File: config.mk
export PLATFORM = sky130hd
export DESIGN_NAME = packed_pixel_to_rgba_unpacker_top
export DESIGN_NICKNAME = d
export VERILOG_FILES = /design/src/rtl/ppu_pkg.sv /design/src/rtl/ppu_front.sv /design/src/rtl/ppu_fifo.sv /design/src/rtl/ppu_back.sv /design/src/rtl/packed_pixel_to_rgba_unpacker_top.sv
export SDC_FILE = /design/constraint.sdc
export NUM_CORES = 1
export LEC_CHECK = 0
export BUFFER_PORTS_ARGS = -buffer_cell sky130_fd_sc_hd__clkbuf_2
export CORE_ASPECT_RATIO = 1.1
export CORE_UTILIZATION = 60
export DETAILED_ROUTE_END_ITERATION = 6
export GPL_TIMING_DRIVEN = 0
export PLACE_DENSITY = 0.84
export SLEW_MARGIN = 30
export SYNTH_ARGS = -nofsm -noshare
export SYNTH_HDL_FRONTEND = slang
export SYNTH_SLANG_ARGS = --single-unit
File: constraint.sdc
create_clock -name clk -period 9.8 [get_ports clk]
set_clock_uncertainty 0.1 [all_clocks]
set_input_delay 0.98 -clock clk [delete_from_list [all_inputs] [get_ports clk]]
set_output_delay 0.98 -clock clk [all_outputs]
set_load 0.05 [all_outputs]
File: src/rtl/ppu_pkg.sv
// ----------------------------------------------------------------------------
// ppu_pkg
// Shared types and constants for the packed pixel to RGBA unpacker.
// ----------------------------------------------------------------------------
`default_nettype none

package ppu_pkg;

  // configuration port geometry
  localparam int CFG_IDX_W  = 2;
  localparam int CFG_DATA_W = 13;
  localparam int DIM_REG_W  = 13;
  localparam int PAD_W      = 8;

  // source pixel formats
  typedef enum logic [1:0] {
    MODE_RGBA8888 = 2'd0,
    MODE_RGBA4444 = 2'd1,
    MODE_RGB888   = 2'd2,
    MODE_RGB565   = 2'd3
  } pix_mode_t;

  // configuration register indexes
  typedef enum logic [CFG_IDX_W-1:0] {
    REG_PIXEL_MODE    = 2'd0,
    REG_IMAGE_WIDTH   = 2'd1,
    REG_IMAGE_HEIGHT  = 2'd2,
    REG_ROW_PAD_BYTES = 2'd3
  } reg_idx_t;

  // configuration register set
  typedef struct packed {
    pix_mode_t              mode;
    logic [DIM_REG_W-1:0]   width;
    logic [DIM_REG_W-1:0]   height;
    logic [PAD_W-1:0]       pad;
  } cfg_t;

  // one complete source pixel, handed from front to back
  typedef struct packed {
    pix_mode_t  mode;
    logic [7:0] h0;
    logic [7:0] h1;
    logic [7:0] h2;
    logic [7:0] last;
    logic       row_end;
    logic       image_end;
  } pix_job_t;

  // expanded output word
  typedef struct packed {
    logic [7:0] red;
    logic [7:0] green;
    logic [7:0] blue;
    logic [7:0] alpha;
    logic       row_end;
    logic       image_end;
  } rgba_t;

endpackage

`default_nettype wire

File: src/rtl/ppu_front.sv
// ----------------------------------------------------------------------------
// ppu_front
// Byte assembly, row padding skip and row/image position tracking.
// ----------------------------------------------------------------------------
`default_nettype none

module ppu_front #(
  parameter int MAX_DIM = 4096
) (
  input  wire logic            clk,
  input  wire logic            rst,
  input  wire logic            accept,
  input  wire logic [7:0]      data_byte,
  input  wire ppu_pkg::cfg_t   cfg,
  output logic                 job_valid,
  output ppu_pkg::pix_job_t    job
);
  import ppu_pkg::*;

  localparam int CW   = $clog2(MAX_DIM);
  localparam int CMPW = (CW + 1 > DIM_REG_W) ? CW + 1 : DIM_REG_W;

  logic [1:0]       phase;
  logic [23:0]      held;
  logic [CW-1:0]    col;
  logic [CW-1:0]    row;
  logic [PAD_W-1:0] pad_left;

  logic [2:0]       bpp;
  logic [CMPW-1:0]  width_lim;
  logic [CMPW-1:0]  height_lim;
  logic             padding;
  logic             completes;
  logic             col_last;
  logic             row_last;

  // limit a size register to 1..MAX_DIM
  function automatic logic [CMPW-1:0] clamp_dim(input logic [DIM_REG_W-1:0] v);
    logic [CMPW-1:0] ext;
    ext = CMPW'(v);
    if (ext == '0) begin
      return CMPW'(1);
    end else if (ext > CMPW'(MAX_DIM)) begin
      return CMPW'(MAX_DIM);
    end
    return ext;
  endfunction

  // bytes per source pixel
  always_comb begin
    case (cfg.mode)
      MODE_RGBA8888: bpp = 3'd4;
      MODE_RGB888:   bpp = 3'd3;
      default:       bpp = 3'd2;
    endcase
  end

  assign width_lim  = clamp_dim(cfg.width);
  assign height_lim = clamp_dim(cfg.height);
  assign padding    = (pad_left != '0);
  assign completes  = !padding && ((3'(phase) + 3'd1) >= bpp);
  assign col_last   = (CMPW'(col) + CMPW'(1)) >= width_lim;
  assign row_last   = (CMPW'(row) + CMPW'(1)) >= height_lim;

  // job for the back end
  assign job_valid     = accept && completes;
  assign job.mode      = cfg.mode;
  assign job.h0        = held[7:0];
  assign job.h1        = held[15:8];
  assign job.h2        = held[23:16];
  assign job.last      = data_byte;
  assign job.row_end   = col_last;
  assign job.image_end = col_last && row_last;

  // byte phase, held bytes and position counters
  always_ff @(posedge clk) begin
    if (rst) begin
      phase    <= '0;
      held     <= '0;
      col      <= '0;
      row      <= '0;
      pad_left <= '0;
    end else if (accept) begin
      if (padding) begin
        pad_left <= pad_left - PAD_W'(1);
      end else if (!completes) begin
        case (phase)
          2'd0:    held[7:0]   <= data_byte;
          2'd1:    held[15:8]  <= data_byte;
          default: held[23:16] <= data_byte;
        endcase
        phase <= phase + 2'd1;
      end else begin
        phase <= '0;
        held  <= '0;
        if (col_last) begin
          col      <= '0;
          pad_left <= cfg.pad;
          if (row_last) begin
            row <= '0;
          end else begin
            row <= row + CW'(1);
          end
        end else begin
          col <= col + CW'(1);
        end
      end
    end
  end

endmodule

`default_nettype wire

File: src/rtl/ppu_fifo.sv
// ----------------------------------------------------------------------------
// ppu_fifo
// Two-entry queue of pixel jobs between front and back.
// ----------------------------------------------------------------------------
`default_nettype none

module ppu_fifo (
  input  wire logic              clk,
  input  wire logic              rst,
  input  wire logic              wr_en,
  input  wire ppu_pkg::pix_job_t wr_data,
  input  wire logic              rd_en,
  output ppu_pkg::pix_job_t      rd_data,
  output logic                   is_full,
  output logic                   is_empty
);
  import ppu_pkg::*;

  pix_job_t   slots [2];
  logic       wr_ptr;
  logic       rd_ptr;
  logic [1:0] count;

  assign is_full  = (count == 2'd2);
  assign is_empty = (count == 2'd0);
  assign rd_data  = slots[rd_ptr];

  // entry storage
  always_ff @(posedge clk) begin
    if (wr_en) begin
      slots[wr_ptr] <= wr_data;
    end
  end

  // pointers and fill count
  always_ff @(posedge clk) begin
    if (rst) begin
      wr_ptr <= 1'b0;
      rd_ptr <= 1'b0;
      count  <= '0;
    end else begin
      if (wr_en) begin
        wr_ptr <= ~wr_ptr;
      end
      if (rd_en) begin
        rd_ptr <= ~rd_ptr;
      end
      case ({wr_en, rd_en})
        2'b10:   count <= count + 2'd1;
        2'b01:   count <= count - 2'd1;
        default: count <= count;
      endcase
    end
  end

endmodule

`default_nettype wire

File: src/rtl/ppu_back.sv
// ----------------------------------------------------------------------------
// ppu_back
// Channel expansion to RGBA8888 and the output word register.
// ----------------------------------------------------------------------------
`default_nettype none

module ppu_back (
  input  wire logic              clk,
  input  wire logic              rst,
  input  wire logic              job_ready,
  input  wire ppu_pkg::pix_job_t job,
  output logic                   job_take,
  input  wire logic              pop,
  output logic                   empty,
  output ppu_pkg::rgba_t         word
);
  import ppu_pkg::*;

  logic  out_valid;
  rgba_t expanded;

  // format expansion
  always_comb begin
    expanded.row_end   = job.row_end;
    expanded.image_end = job.image_end;
    case (job.mode)
      MODE_RGBA8888: begin
        expanded.red   = job.h0;
        expanded.green = job.h1;
        expanded.blue  = job.h2;
        expanded.alpha = job.last;
      end
      MODE_RGBA4444: begin
        expanded.red   = {job.last[7:4], 4'h0};
        expanded.green = {job.last[3:0], 4'h0};
        expanded.blue  = {job.h0[7:4], 4'h0};
        expanded.alpha = {job.h0[3:0], 4'h0};
      end
      MODE_RGB888: begin
        expanded.red   = job.h0;
        expanded.green = job.h1;
        expanded.blue  = job.last;
        expanded.alpha = 8'hFF;
      end
      default: begin
        expanded.red   = {job.last[7:3], 3'b000};
        expanded.green = {job.last[2:0], job.h0[7:5], 2'b00};
        expanded.blue  = {job.h0[4:0], 3'b000};
        expanded.alpha = 8'hFF;
      end
    endcase
  end

  // load when the output register is free or being drained
  assign job_take = job_ready && (!out_valid || pop);
  assign empty    = !out_valid;

  always_ff @(posedge clk) begin
    if (rst) begin
      out_valid <= 1'b0;
    end else if (job_take) begin
      out_valid <= 1'b1;
    end else if (pop) begin
      out_valid <= 1'b0;
    end
  end

  always_ff @(posedge clk) begin
    if (job_take) begin
      word <= expanded;
    end
  end

endmodule

`default_nettype wire

File: src/rtl/packed_pixel_to_rgba_unpacker_top.sv
// ----------------------------------------------------------------------------
// packed_pixel_to_rgba_unpacker_top
// Unpacks a packed source image byte stream into RGBA8888 pixels.
//
//   channel   handshake            payload
//   input     push / full          data_byte
//   result    empty / pop          red green blue alpha row_end image_end
//   config    cfg_valid/cfg_ready  cfg_index cfg_data
//
// One byte is taken every cycle while full is low; full is high exactly while
// the two-entry job queue holds two pixels, whatever pop does in that cycle.
// A pixel whose last byte is accepted is written into the job queue and then
// loaded into the output word that drives the result ports; the queue drains
// one pixel per cycle into the output word as words are popped.
// Synchronous reset clears position state, queue and output; config
// registers reset to rgba8888, 1x1, no padding. cfg_ready is always high.
// ----------------------------------------------------------------------------
`default_nettype none

module packed_pixel_to_rgba_unpacker_top #(
  parameter int MAX_DIM = 4096
) (
  input  wire logic                           clk,
  input  wire logic                           rst,
  input  wire logic                           push,
  output logic                                full,
  input  wire logic [7:0]                     data_byte,
  output logic                                empty,
  input  wire logic                           pop,
  output logic [7:0]                          red,
  output logic [7:0]                          green,
  output logic [7:0]                          blue,
  output logic [7:0]                          alpha,
  output logic                                row_end,
  output logic                                image_end,
  input  wire logic                           cfg_valid,
  output logic                                cfg_ready,
  input  wire logic [ppu_pkg::CFG_IDX_W-1:0]  cfg_index,
  input  wire logic [ppu_pkg::CFG_DATA_W-1:0] cfg_data
);
  import ppu_pkg::*;

  cfg_t     cfg;
  logic     accept;
  logic     job_push;
  pix_job_t job_in;
  pix_job_t job_out;
  logic     q_full;
  logic     q_empty;
  logic     job_take;
  rgba_t    word;

  // configuration registers
  assign cfg_ready = 1'b1;

  always_ff @(posedge clk) begin
    if (rst) begin
      cfg.mode   <= MODE_RGBA8888;
      cfg.width  <= DIM_REG_W'(1);
      cfg.height <= DIM_REG_W'(1);
      cfg.pad    <= '0;
    end else if (cfg_valid && cfg_ready) begin
      case (reg_idx_t'(cfg_index))
        REG_PIXEL_MODE:    cfg.mode   <= pix_mode_t'(cfg_data[1:0]);
        REG_IMAGE_WIDTH:   cfg.width  <= cfg_data[DIM_REG_W-1:0];
        REG_IMAGE_HEIGHT:  cfg.height <= cfg_data[DIM_REG_W-1:0];
        REG_ROW_PAD_BYTES: cfg.pad    <= cfg_data[PAD_W-1:0];
        default:           cfg.pad    <= cfg.pad;
      endcase
    end
  end

  assign full   = q_full;
  assign accept = push && !q_full;

  // byte assembly
  ppu_front #(
    .MAX_DIM (MAX_DIM)
  ) u_front (
    .clk       (clk),
    .rst       (rst),
    .accept    (accept),
    .data_byte (data_byte),
    .cfg       (cfg),
    .job_valid (job_push),
    .job       (job_in)
  );

  // job queue
  ppu_fifo u_fifo (
    .clk      (clk),
    .rst      (rst),
    .wr_en    (job_push),
    .wr_data  (job_in),
    .rd_en    (job_take),
    .rd_data  (job_out),
    .is_full  (q_full),
    .is_empty (q_empty)
  );

  // expansion and output word
  ppu_back u_back (
    .clk       (clk),
    .rst       (rst),
    .job_ready (!q_empty),
    .job       (job_out),
    .job_take  (job_take),
    .pop       (pop),
    .empty     (empty),
    .word      (word)
  );

  assign red       = word.red;
  assign green     = word.green;
  assign blue      = word.blue;
  assign alpha     = word.alpha;
  assign row_end   = word.row_end;
  assign image_end = word.image_end;

endmodule

`default_nettype wire
**Word level (Yosys, flattened, before mapping)**

Memories as Yosys holds them, arrays and structs flattened. A register that Yosys moved wholly into a read port is not among the register bits.
Cells that the tools add are included.
Widths: inputs -> output; s select.

- Add/subtract/negate cells: 9
- Multiplexer cells: 29
- $lt $le $gt $ge: 5
- Eq/ne operators: 11
- Bitwise gates (word level): 3
- Reductions and logical operators: 36

Operators with widths:

| kind | count |
|---|---|
| $pmux 32 s3 | 1 |
| $mux 13 | 6 |
| $mux 8 | 6 |
| $add 12x1->13 const B | 2 |
| $ge 13x13->1 | 2 |
| $gt 13x13->1 const B | 2 |
| $logic_not 13->1 | 2 |
| $add 12x1->12 const B | 2 |
| $mux 12 | 2 |
| $mux 24 | 1 |
| $reduce_and 3->1 | 5 |
| $eq 2x2->1 const B | 6 |
| $reduce_bool 2->1 | 6 |
| $logic_not 2->1 | 5 |
| $mux 1 | 10 |
| $reduce_and 2->1 | 5 |
| $eq 2x1->1 const B | 4 |
| $reduce_bool 8->1 | 1 |
| $sub 8x1->8 const B | 1 |
| $pmux 3 s2 | 1 |
| $logic_and 1x1->1 | 5 |
| $add 2x1->2 const B | 2 |
| $logic_not 1->1 | 4 |
| $pmux 2 s2 | 1 |
| other kinds (9) | 11 |

- Input port bits: 28
- RAM bits: 72
- Memories: 1
- Output and inout port bits: 37
- Register bits after elaboration: 133

Memories:

| name | depth | bits a word | rd ports | clocked after Yosys merged registers in | wr ports | line | source |
|---|---|---|---|---|---|---|---|
| u_fifo.slots | 2 | 36 | 1 | 1 | 1 | ppu_fifo.sv:19 | `pix_job_t slots [2];` |

**Logic depth before layout (Yosys ltp)**

Gate-level depths: netlist of run 1.

- Depth in word-level cells: 8
- Depth in mapped cells: 13

**By module**

From an unflattened synthesis of run 1, not the netlist that was laid out.

- Cells, all modules: 871
- Area, all modules: 9751.9 um^2

Modules (own cells, without submodules):

| module | cells each | times used | area each (um^2) | seq. area each (um^2) |
|---|---|---|---|---|
| ppu_front | 494 | 1 | 3870.0 | 1161.1 |
| ppu_fifo | 134 | 1 | 2792.7 | 2262.2 |
| ppu_back | 103 | 1 | 1582.8 | 1041.0 |
| packed_pixel_to_rgba_unpacker_top | 140 | 1 | 1506.4 | 720.7 |

**Least setup slack after synthesis of run 1**

OpenSTA, ideal clock, no wires.

- Kind: input to register
- Start: input port push
- End: memory u_fifo.slots[0][0] (netlist name) (enable)
- Buffers on the path: 2
- Arrival: 3465 ps
- Path slack: 5806 ps
- Cell stages on the path: 7
- Library setup time: 429 ps
- Path through: nand4_2 > or3_1 > buf_6 > nor2_8 > inv_2 > clkbuf_1 > nor2_1

- Word-level cells in the longest chain between the ends: 4

Ends and longest elaborated chain:

| element | line | source |
|---|---|---|
| start: declaration | packed_pixel_to_rgba_unpacker_top.sv:25 | `input wire logic push,` |
| $logic_and 1x1->1 | packed_pixel_to_rgba_unpacker_top.sv:74 | `assign accept = push && !q_full;` |
| $logic_and 1x1->1 | ppu_front.sv:66 | `assign job_valid = accept && completes;` |
| $mux 1 | ppu_fifo.sv:30 | `if (wr_en) begin` |
| $mux 1 (implied by the code) | ppu_fifo.sv:31 | `slots[wr_ptr] <= wr_data;` |
| end: declaration | ppu_fifo.sv:19 |  |

Every way passes these cells.

**Final worst setup path of run 1**

- Start: register u_front.col[0]
- End: register u_front.row[5]

- Word-level cells in the longest chain between the ends: 3

Ends and longest elaborated chain:

| element | line | source |
|---|---|---|
| start: declaration | ppu_front.sv:25 | `logic [CW-1:0] col;` |
| start signal: assignment | ppu_front.sv:105 | `col <= col + CW'(1);` |
| $add 12x1->13 | ppu_front.sv:62 | `assign col_last = (CMPW'(col) + CMPW'(1)) >= width_lim;` |
| $ge 13x13->1 | ppu_front.sv:62 |  |
| $reduce_and 4->1 (no source line) | - |  |
| end signal: assignment | ppu_front.sv:102 | `row <= row + CW'(1);` |
| end: declaration | ppu_front.sv:26 | `logic [CW-1:0] row;` |

Every way passes these cells.
A chain may end at the register's enable or synchronous reset.

==> flow_summary.toml, run 1 <==
[timing]
layout_min_cycle_time_ps = 4050
layout_worst_path_cycle_share_pct = 41.3
maxSlewViolCount = 0
tns_ps = 0
fin_worst_hold_slack_ps = 338
slew_headroom_pct = 42.4
setup_repair_after_global_routing_missed_its_margin = "false"
max_slew.worst_pin.slew_ps = 858
finalSetupViolCount = 0
fmax_mhz = 247
timing.final.hold_violations = 0

[layout]
multi_input_area_um2 = 3980
antenna_cells = 0
finalInstanceArea_um2 = 10900
final_util_pct = 71.6
final-seq-area_um2 = 5180
synthToLayoutAreaGrowth_pct = 15.5
final_common_cell = "nand2_1"
filler_cell_count = 1066
drive_above_1_share_pct = 13.3
number_of_nets_in_the_layout = 1062
most_frequent_cells_in_the_layout = "136 x nand2_1, 106 x edfxtp_1, 100 x dfxtp_1, 69 x nor2_1, 69 x a21oi_1"

[detailed_routing]
drt-wirelength-per-cell_um = 18.6
route.final.wire_length_um = 22600
met3WireLength_um = 1400
vias_per_cell = 6.03
count_of_antenna_violating_nets_left_after_detailed_routing = 0
met2_length_um = 11500
vias = 7293
drtPass1Iterations = 5
route.top_layer_used = "met4"
number_of_drc_markers_after_the_initial_detailed_route_iteration = 777
remaining_drc_errors = 0
wl_met1_um = 8570

[setup_path]
cp_cell_sequence = "ha_1 > nand3_1 > nor2_1 > nand3_1 > xnor2_1 > ha_1 > a21o_1 > a21o_1 > a21oi_1 > and2_1 > clkbuf_1 > o21ai_0 > a21oi_1"
critical_path.max_fanout = 10
critical_path.top_delay_family = "compound AO/OA/AOI/OAI gates"
worst_ep_arrival_time_ps = 4380
critical_path.startpoint_type = "flip-flop"
worstPathBufferInverterCount = 1
critPathMaxStageDelay_ps = 590
slowest_stage = "a21oi_1"
critical_path_required_ps = 10130
worstSetupPathType = "flip-flop to flip-flop"
endpoint_kind = "flip-flop"

[yosys]
syn_area_um2 = 9440
netlist_instances = 909
postSynthRegisterBits = 206
synth-seq-area-share_pct = 54.9
asr_flop_ratio_synth_pct = 0
synth.distinct_cells = 59
synth_fp_nets = 973
synth_edf_count = 106
syn_area_per_cell_um2 = 10.4
synth-warning-count = 0
dominantRegCellSynth = "edfxtp_1"

[global_route]
grt_first_pass_wirelength_um = 35300
initial_antenna_violation_count = 0
grt_usage_pct = 28.0
grt_overflow_total = 0
first_global_vias = 7030
grt_max_degree = 31

[clock_network]
numClockSinks = 206
clk-insertion-delay-late_ps = 520
resize_count_post_cts = 0
post-cts-setup-buffers = 0
numCtsBuffers = 22
cts-root-buf = "clkbuf_16"
clkSlewWorstSetupHoldPaths_ps = 70
h-tree-depth = 1
cts_tree = "yes"
clk_path_buf_depth = 3
post_cts_hold_buffer_count = 0

[floorplanning]
height_of_the_die_um = 134
core_region_area_um2 = 15200
starting_density_of_the_core_pct = 62.0
row_count = 47
die_area_um2 = 16200
ios = 65
floorplan.die.width_um = 122

[hold_path]
hold_removal_path_class = "flip-flop to flip-flop"

[placed_design]
place_congestion = 0.922
numPortBuffers = 62
area_post_placement_um2 = 10100
detailedPlacementHpwl_um = 15500

[pwr]
leakagePower_nw = 4.07
ir_worst_vdd_mv = 0.167
power.density_cell_area_nw_per_um2 = 264
totalPowerFinal_w = 0.00288

[job]
drv.max_cap_violation_count = 0

[outcome]
outcome = "finished, final reports clean"
[worst paths after layout]
path | from | end | slack [ps] | cells past startpoint
worst max-delay path | u_front.col[0]$_SDFFE_PP0P_ | u_front.row[5]$_SDFFE_PP0P_ | 5750 | 13
worst min-delay path | u_front.held[9]$_SDFFE_PP0P_ | u_fifo.slots[1][19]$_DFFE_PP_ | 340 | 0
worst max register to register | u_front.col[0]$_SDFFE_PP0P_ | u_front.row[5]$_SDFFE_PP0P_ | 5750 | 13
worst min register to register | u_front.held[9]$_SDFFE_PP0P_ | u_fifo.slots[1][19]$_DFFE_PP_ | 340 | 0
[report_power, final]
| part | total, W | internal, W | switching [W] |
|---|---|---|---|
| logic | 0.000845 | 0.000267 | 0.000578 |
| registers | 0.00110 | 0.00104 | 0.0000586 |
| clock network | 0.000929 | 0.000576 | 0.000353 |
[worst register-to-register path, stage by stage (launching register included)]
cell and delay [ps]:
dfxtp_1 410, ha_1 250, nand3_1 170, nor2_1 360, nand3_1 150, xnor2_1 240, ha_1 290, a21o_1 180
a21o_1 160, a21oi_1 590, and2_1 330, clkbuf_1 380, o21ai_0 190, a21oi_1 170
[flip-flops by register name, indices dropped and copies added (netlist names), named ones only]
register,flops
u_fifo.wr_ptr,1
u_fifo.slots,72
u_back.word,34
u_back.out_valid,1
u_front.phase,2
u_front.pad_left,8
u_front.held,24
u_front.col,12
u_fifo.rd_ptr,1
cfg,36
u_front.row,12
u_fifo.count,2
[final cells by class]
cell class,instances,share of cell area (%)
flip-flops and latches,206,47.5
multi-input cells,632,36.5
clock buffers,27,5.90
repair buffers,65,3.53
well taps,196,2.25
plain buffers,50,1.87
clock inverters,13,1.67
inverters,21,0.723
[synthesized netlist by cell type (4+ instances only)]
cell	n	share of area (%)
ha_1	36	4.8
a21boi_0	12	0.95
o21ai_0	43	2.3
nor3_1	9	0.48
buf_1	5	0.20
a211oi_1	8	0.64
o21a_1	4	0.32
and3_1	8	0.53
and2_1	5	0.33
a31oi_1	9	0.60
o32ai_1	4	0.37
edfxtp_1	106	34
nor4_1	7	0.46
mux2i_1	65	6.9
dfxtp_1	100	21
nor2_1	70	2.8
buf_2	4	0.21
inv_1	20	0.80
a21o_1	7	0.56
nand3_1	41	2.2
mux2_2	10	1.2
a21oi_1	69	3.7
or3_1	5	0.33
xnor2_1	16	1.5
nand2_1	136	5.4
nand3b_1	4	0.32
nand4_1	4	0.27
xor2_1	11	1.0
nor2b_1	5	0.33
clkbuf_1	39	1.6
or2_2	5	0.33
nand2b_1	5	0.33
[through the flow]
step / instances / setup WS, ps
global placement: 1167 / 4700
global route: 1210 / 5420
detailed placement: 1170 / 5840
finish: 1210 / 5750
floorplan: 909 / 5810
CTS: 1210 / 5780
[layer usage]
metal | vias to the layer above | track usage [%]
li1 | 3425 | -
met1 | 3426 | 32.4
met2 | 356 | 50.6
met3 | 86 | 3.38
met4 | 0 | 13.7
met5 | - | 0
[cell families after synthesis]
group | Yosys count | share of synthesized area (%)
flip-flops | 206 | 54.9
AO/OA/AOI/OAI | 172 | 10.8
buffers and inverters | 71 | 3.00
adder cells (fa/ha/maj) | 36 | 4.77
multiplexers | 75 | 8.08
AND/OR/NAND/NOR | 321 | 15.9
XOR/XNOR | 27 | 2.50
other | 1 | 0.0397
No activity file was read; power rests on OpenSTA's default activity.
==> inputs of run 2 (changes only) <==
--- a/config.mk
+++ b/config.mk
@@ -7,10 +7,10 @@
 export LEC_CHECK = 0
 export BUFFER_PORTS_ARGS = -buffer_cell sky130_fd_sc_hd__clkbuf_2
 export CORE_ASPECT_RATIO = 1.1
-export CORE_UTILIZATION = 60
+export CORE_UTILIZATION = 55
 export DETAILED_ROUTE_END_ITERATION = 6
 export GPL_TIMING_DRIVEN = 0
-export PLACE_DENSITY = 0.84
+export PLACE_DENSITY = 0.81
 export SLEW_MARGIN = 30
 export SYNTH_ARGS = -nofsm -noshare
 export SYNTH_HDL_FRONTEND = slang
==> constraint.sdc (replaced) <==
create_clock -name clk -period 3.65 [get_ports clk]
set_clock_uncertainty 0.1 [all_clocks]
set_input_delay 0.365 -clock clk [delete_from_list [all_inputs] [get_ports clk]]
set_output_delay 0.365 -clock clk [all_outputs]
set_load 0.05 [all_outputs]
==> flow_summary.toml, run 2 (synthesis gave the netlist of run 1 again) <==
[hold_path]
hold_removal_path_class = "primary input to flip-flop"

[setup_path]
critical_path_required_ps = 3930
slowest_stage = "dfxtp_1"
critical_path.startpoint_type = "flip-flop"
endpoint_kind = "flip-flop"
ff_to_ff_setup_slack_ps = 160
cp_cell_sequence = "ha_2 > nand3_2 > nor2_4 > nand3_1 > xnor2_1 > ha_1 > and4_1 > o211a_1 > a22oi_2 > buf_4 > buf_4 > a211oi_2 > buf_4 > a21boi_0 > o32ai_1"
cpMostUsedCell = "buf_4"
critical_path.max_fanout = 10
critPathMaxStageDelay_ps = 420
worst_ep_arrival_time_ps = 3760
worstSetupPathType = "flip-flop to flip-flop"

[job]
drv.max_cap_violation_count = 0

[clock_network]
cts-root-buf = "clkbuf_16"
numCtsBuffers = 22
clkSlewWorstSetupHoldPaths_ps = 60
h-tree-depth = 1
clk_path_buf_depth = 3
clk-insertion-delay-late_ps = 500
cts_tree = "yes"
numClockSinks = 206

[floorplanning]
height_of_the_die_um = 139
row_count = 49
die_area_um2 = 17700
floorplan.die.width_um = 127
ios = 65
core_region_area_um2 = 16600
starting_density_of_the_core_pct = 57.0

[detailed_routing]
number_of_drc_markers_after_the_initial_detailed_route_iteration = 633
drt-wirelength-per-cell_um = 17.5
vias_per_cell = 5.79
vias = 7133
drtPass1Iterations = 5
route.final.wire_length_um = 21600
count_of_antenna_violating_nets_left_after_detailed_routing = 0
remaining_drc_errors = 0

[global_route]
grt_overflow_total = 0
grt_usage_pct = 24.6
grt_max_degree = 33
first_global_vias = 6945
initial_antenna_violation_count = 0
grt_first_pass_wirelength_um = 34600

[layout]
most_frequent_cells_in_the_layout = "136 x nand2_1, 106 x edfxtp_1, 100 x dfxtp_1, 68 x nor2_1, 68 x a21oi_1"
number_of_nets_in_the_layout = 1076
final-instance-count-excl-fill = 1232
largest_registers = "u_fifo.slots x72, cfg x36, u_back.word x34"
largest_register = "u_fifo.slots"
synthToLayoutAreaGrowth_pct = 17.0
finalInstanceArea_um2 = 11000
antenna_cells = 0
drive_above_1_share_pct = 14.6
final_common_cell = "nand2_1"
filler_cell_count = 1274
largest_register_ffs = 72

[pwr]
power.density_cell_area_nw_per_um2 = 676
ir_worst_vdd_mv = 0.388
leakagePower_nw = 4.12
totalPowerFinal_w = 0.00746

[timing]
finalSetupViolCount = 0
fmax_mhz = 287
layout_worst_path_cycle_share_pct = 95.6
layout_min_cycle_time_ps = 3490
maxSlewViolCount = 0
timing.final.hold_violations = 0
slew_headroom_pct = 51.9
setup_repair_after_global_routing_missed_its_margin = "false"
max_slew.worst_pin.slew_ps = 721

[placed_design]
dpl.cell_count = 1178
numPortBuffers = 62
detailedPlacementHpwl_um = 15000
area_post_placement_um2 = 10100
place_congestion = 0.964

[outcome]
outcome = "finished, final reports clean"
-- run 2: cell count changes in the layout (fill, tap and decap cells not counted), moves of 2 or more --
| cell | delta |
|---|---|
| a21oi_4 | +2 |
| buf_4 | +6 |
| bufinv_16 | -3 |
| clkbuf_1 | -2 |
| clkbuf_2 | +3 |
| clkbuf_8 | +2 |
| dlygate4sd3_1 | +9 |
-- run 2: layout make-up --
| cell class | instances | area (um^2) | area share (%) |
|---|---|---|---|
| repair buffers | 79 | 513 | 4.65 |
| well taps | 204 | 255 | 2.31 |
| flip-flops and latches | 206 | 5180 | 47.0 |
| clock inverters | 10 | 78.8 | 0.714 |
| inverters | 21 | 78.8 | 0.714 |
| plain buffers | 50 | 210 | 1.90 |
| clock buffers | 30 | 674 | 6.11 |
| multi-input cells | 632 | 4050 | 36.6 |
-- run 2: timing repair --
item / in CTS / in global routing
hold buffers: 9 / 0
pin swaps: 1 / 3
hold endpoints to repair: 14 / 0
buffers inserted: 1 / 4
cloned: 0 / 0
setup endpoints to repair: 35 / 27
gates resized for setup: 9 / 10
-- run 2: per-layer routing --
| metal | up-vias | track usage (%) | share of wire (%) |
|---|---|---|---|
| met5 | - | 0 | 0 |
| met4 | 0 | 10.8 | 3.7 |
| met3 | 52 | 3.58 | 4.8 |
| met2 | 257 | 43.7 | 50 |
| met1 | 3366 | 29.4 | 41 |
| li1 | 3458 | - | - |
-- run 2: final timing paths --
path	from	endpoint	depth (start not counted)
hold reg to reg	u_front.held[11]$_SDFFE_PP0P_	u_fifo.slots[1][21]$_DFFE_PP_	0
setup reg to reg	u_front.col[0]$_SDFFE_PP0P_	u_front.row[8]$_SDFFE_PP0P_	15
hold / removal	data_byte[5]	u_fifo.slots[0][7]$_DFFE_PP_	1
setup / recovery	u_front.col[0]$_SDFFE_PP0P_	u_front.row[8]$_SDFFE_PP0P_	15
-- run 2: critical path, delay by kind of cell (launching register included) --
family                     cells  cell delay, ps
xor gates and xnor gates       1             190
AOI/OAI and AO/OA              5             830
buffers and inverters          3             550
and+or+nand+nor                4             680
adders and majority gates      2             580
DFF                            1             420
-- run 2: where the power goes --
group | internal, W | leakage [nW] | switching (W)
Sequential | 0.00280 | 1.79 | 0.000155
Clock | 0.00137 | 0.374 | 0.000900
Combinational | 0.000733 | 1.95 | 0.00151
-- run 2: metrics by stage --
step / setup WS (ps) / setup TNS, ps / util [%] / hold slack [ps]
5_1_grt: 0.969 / 0 / 66.7 / 5.82
4_1_cts: 28.3 / 0 / 66.3 / 1.02
3_5_place_dp: -374 / -8280 / 61.0 / 340
2_1_floorplan: 432 / 0 / - / 325
6_report: 162 / 0 / 66.7 / 16.3
3_3_place_gp: -366 / -23520 / 60.5 / 330
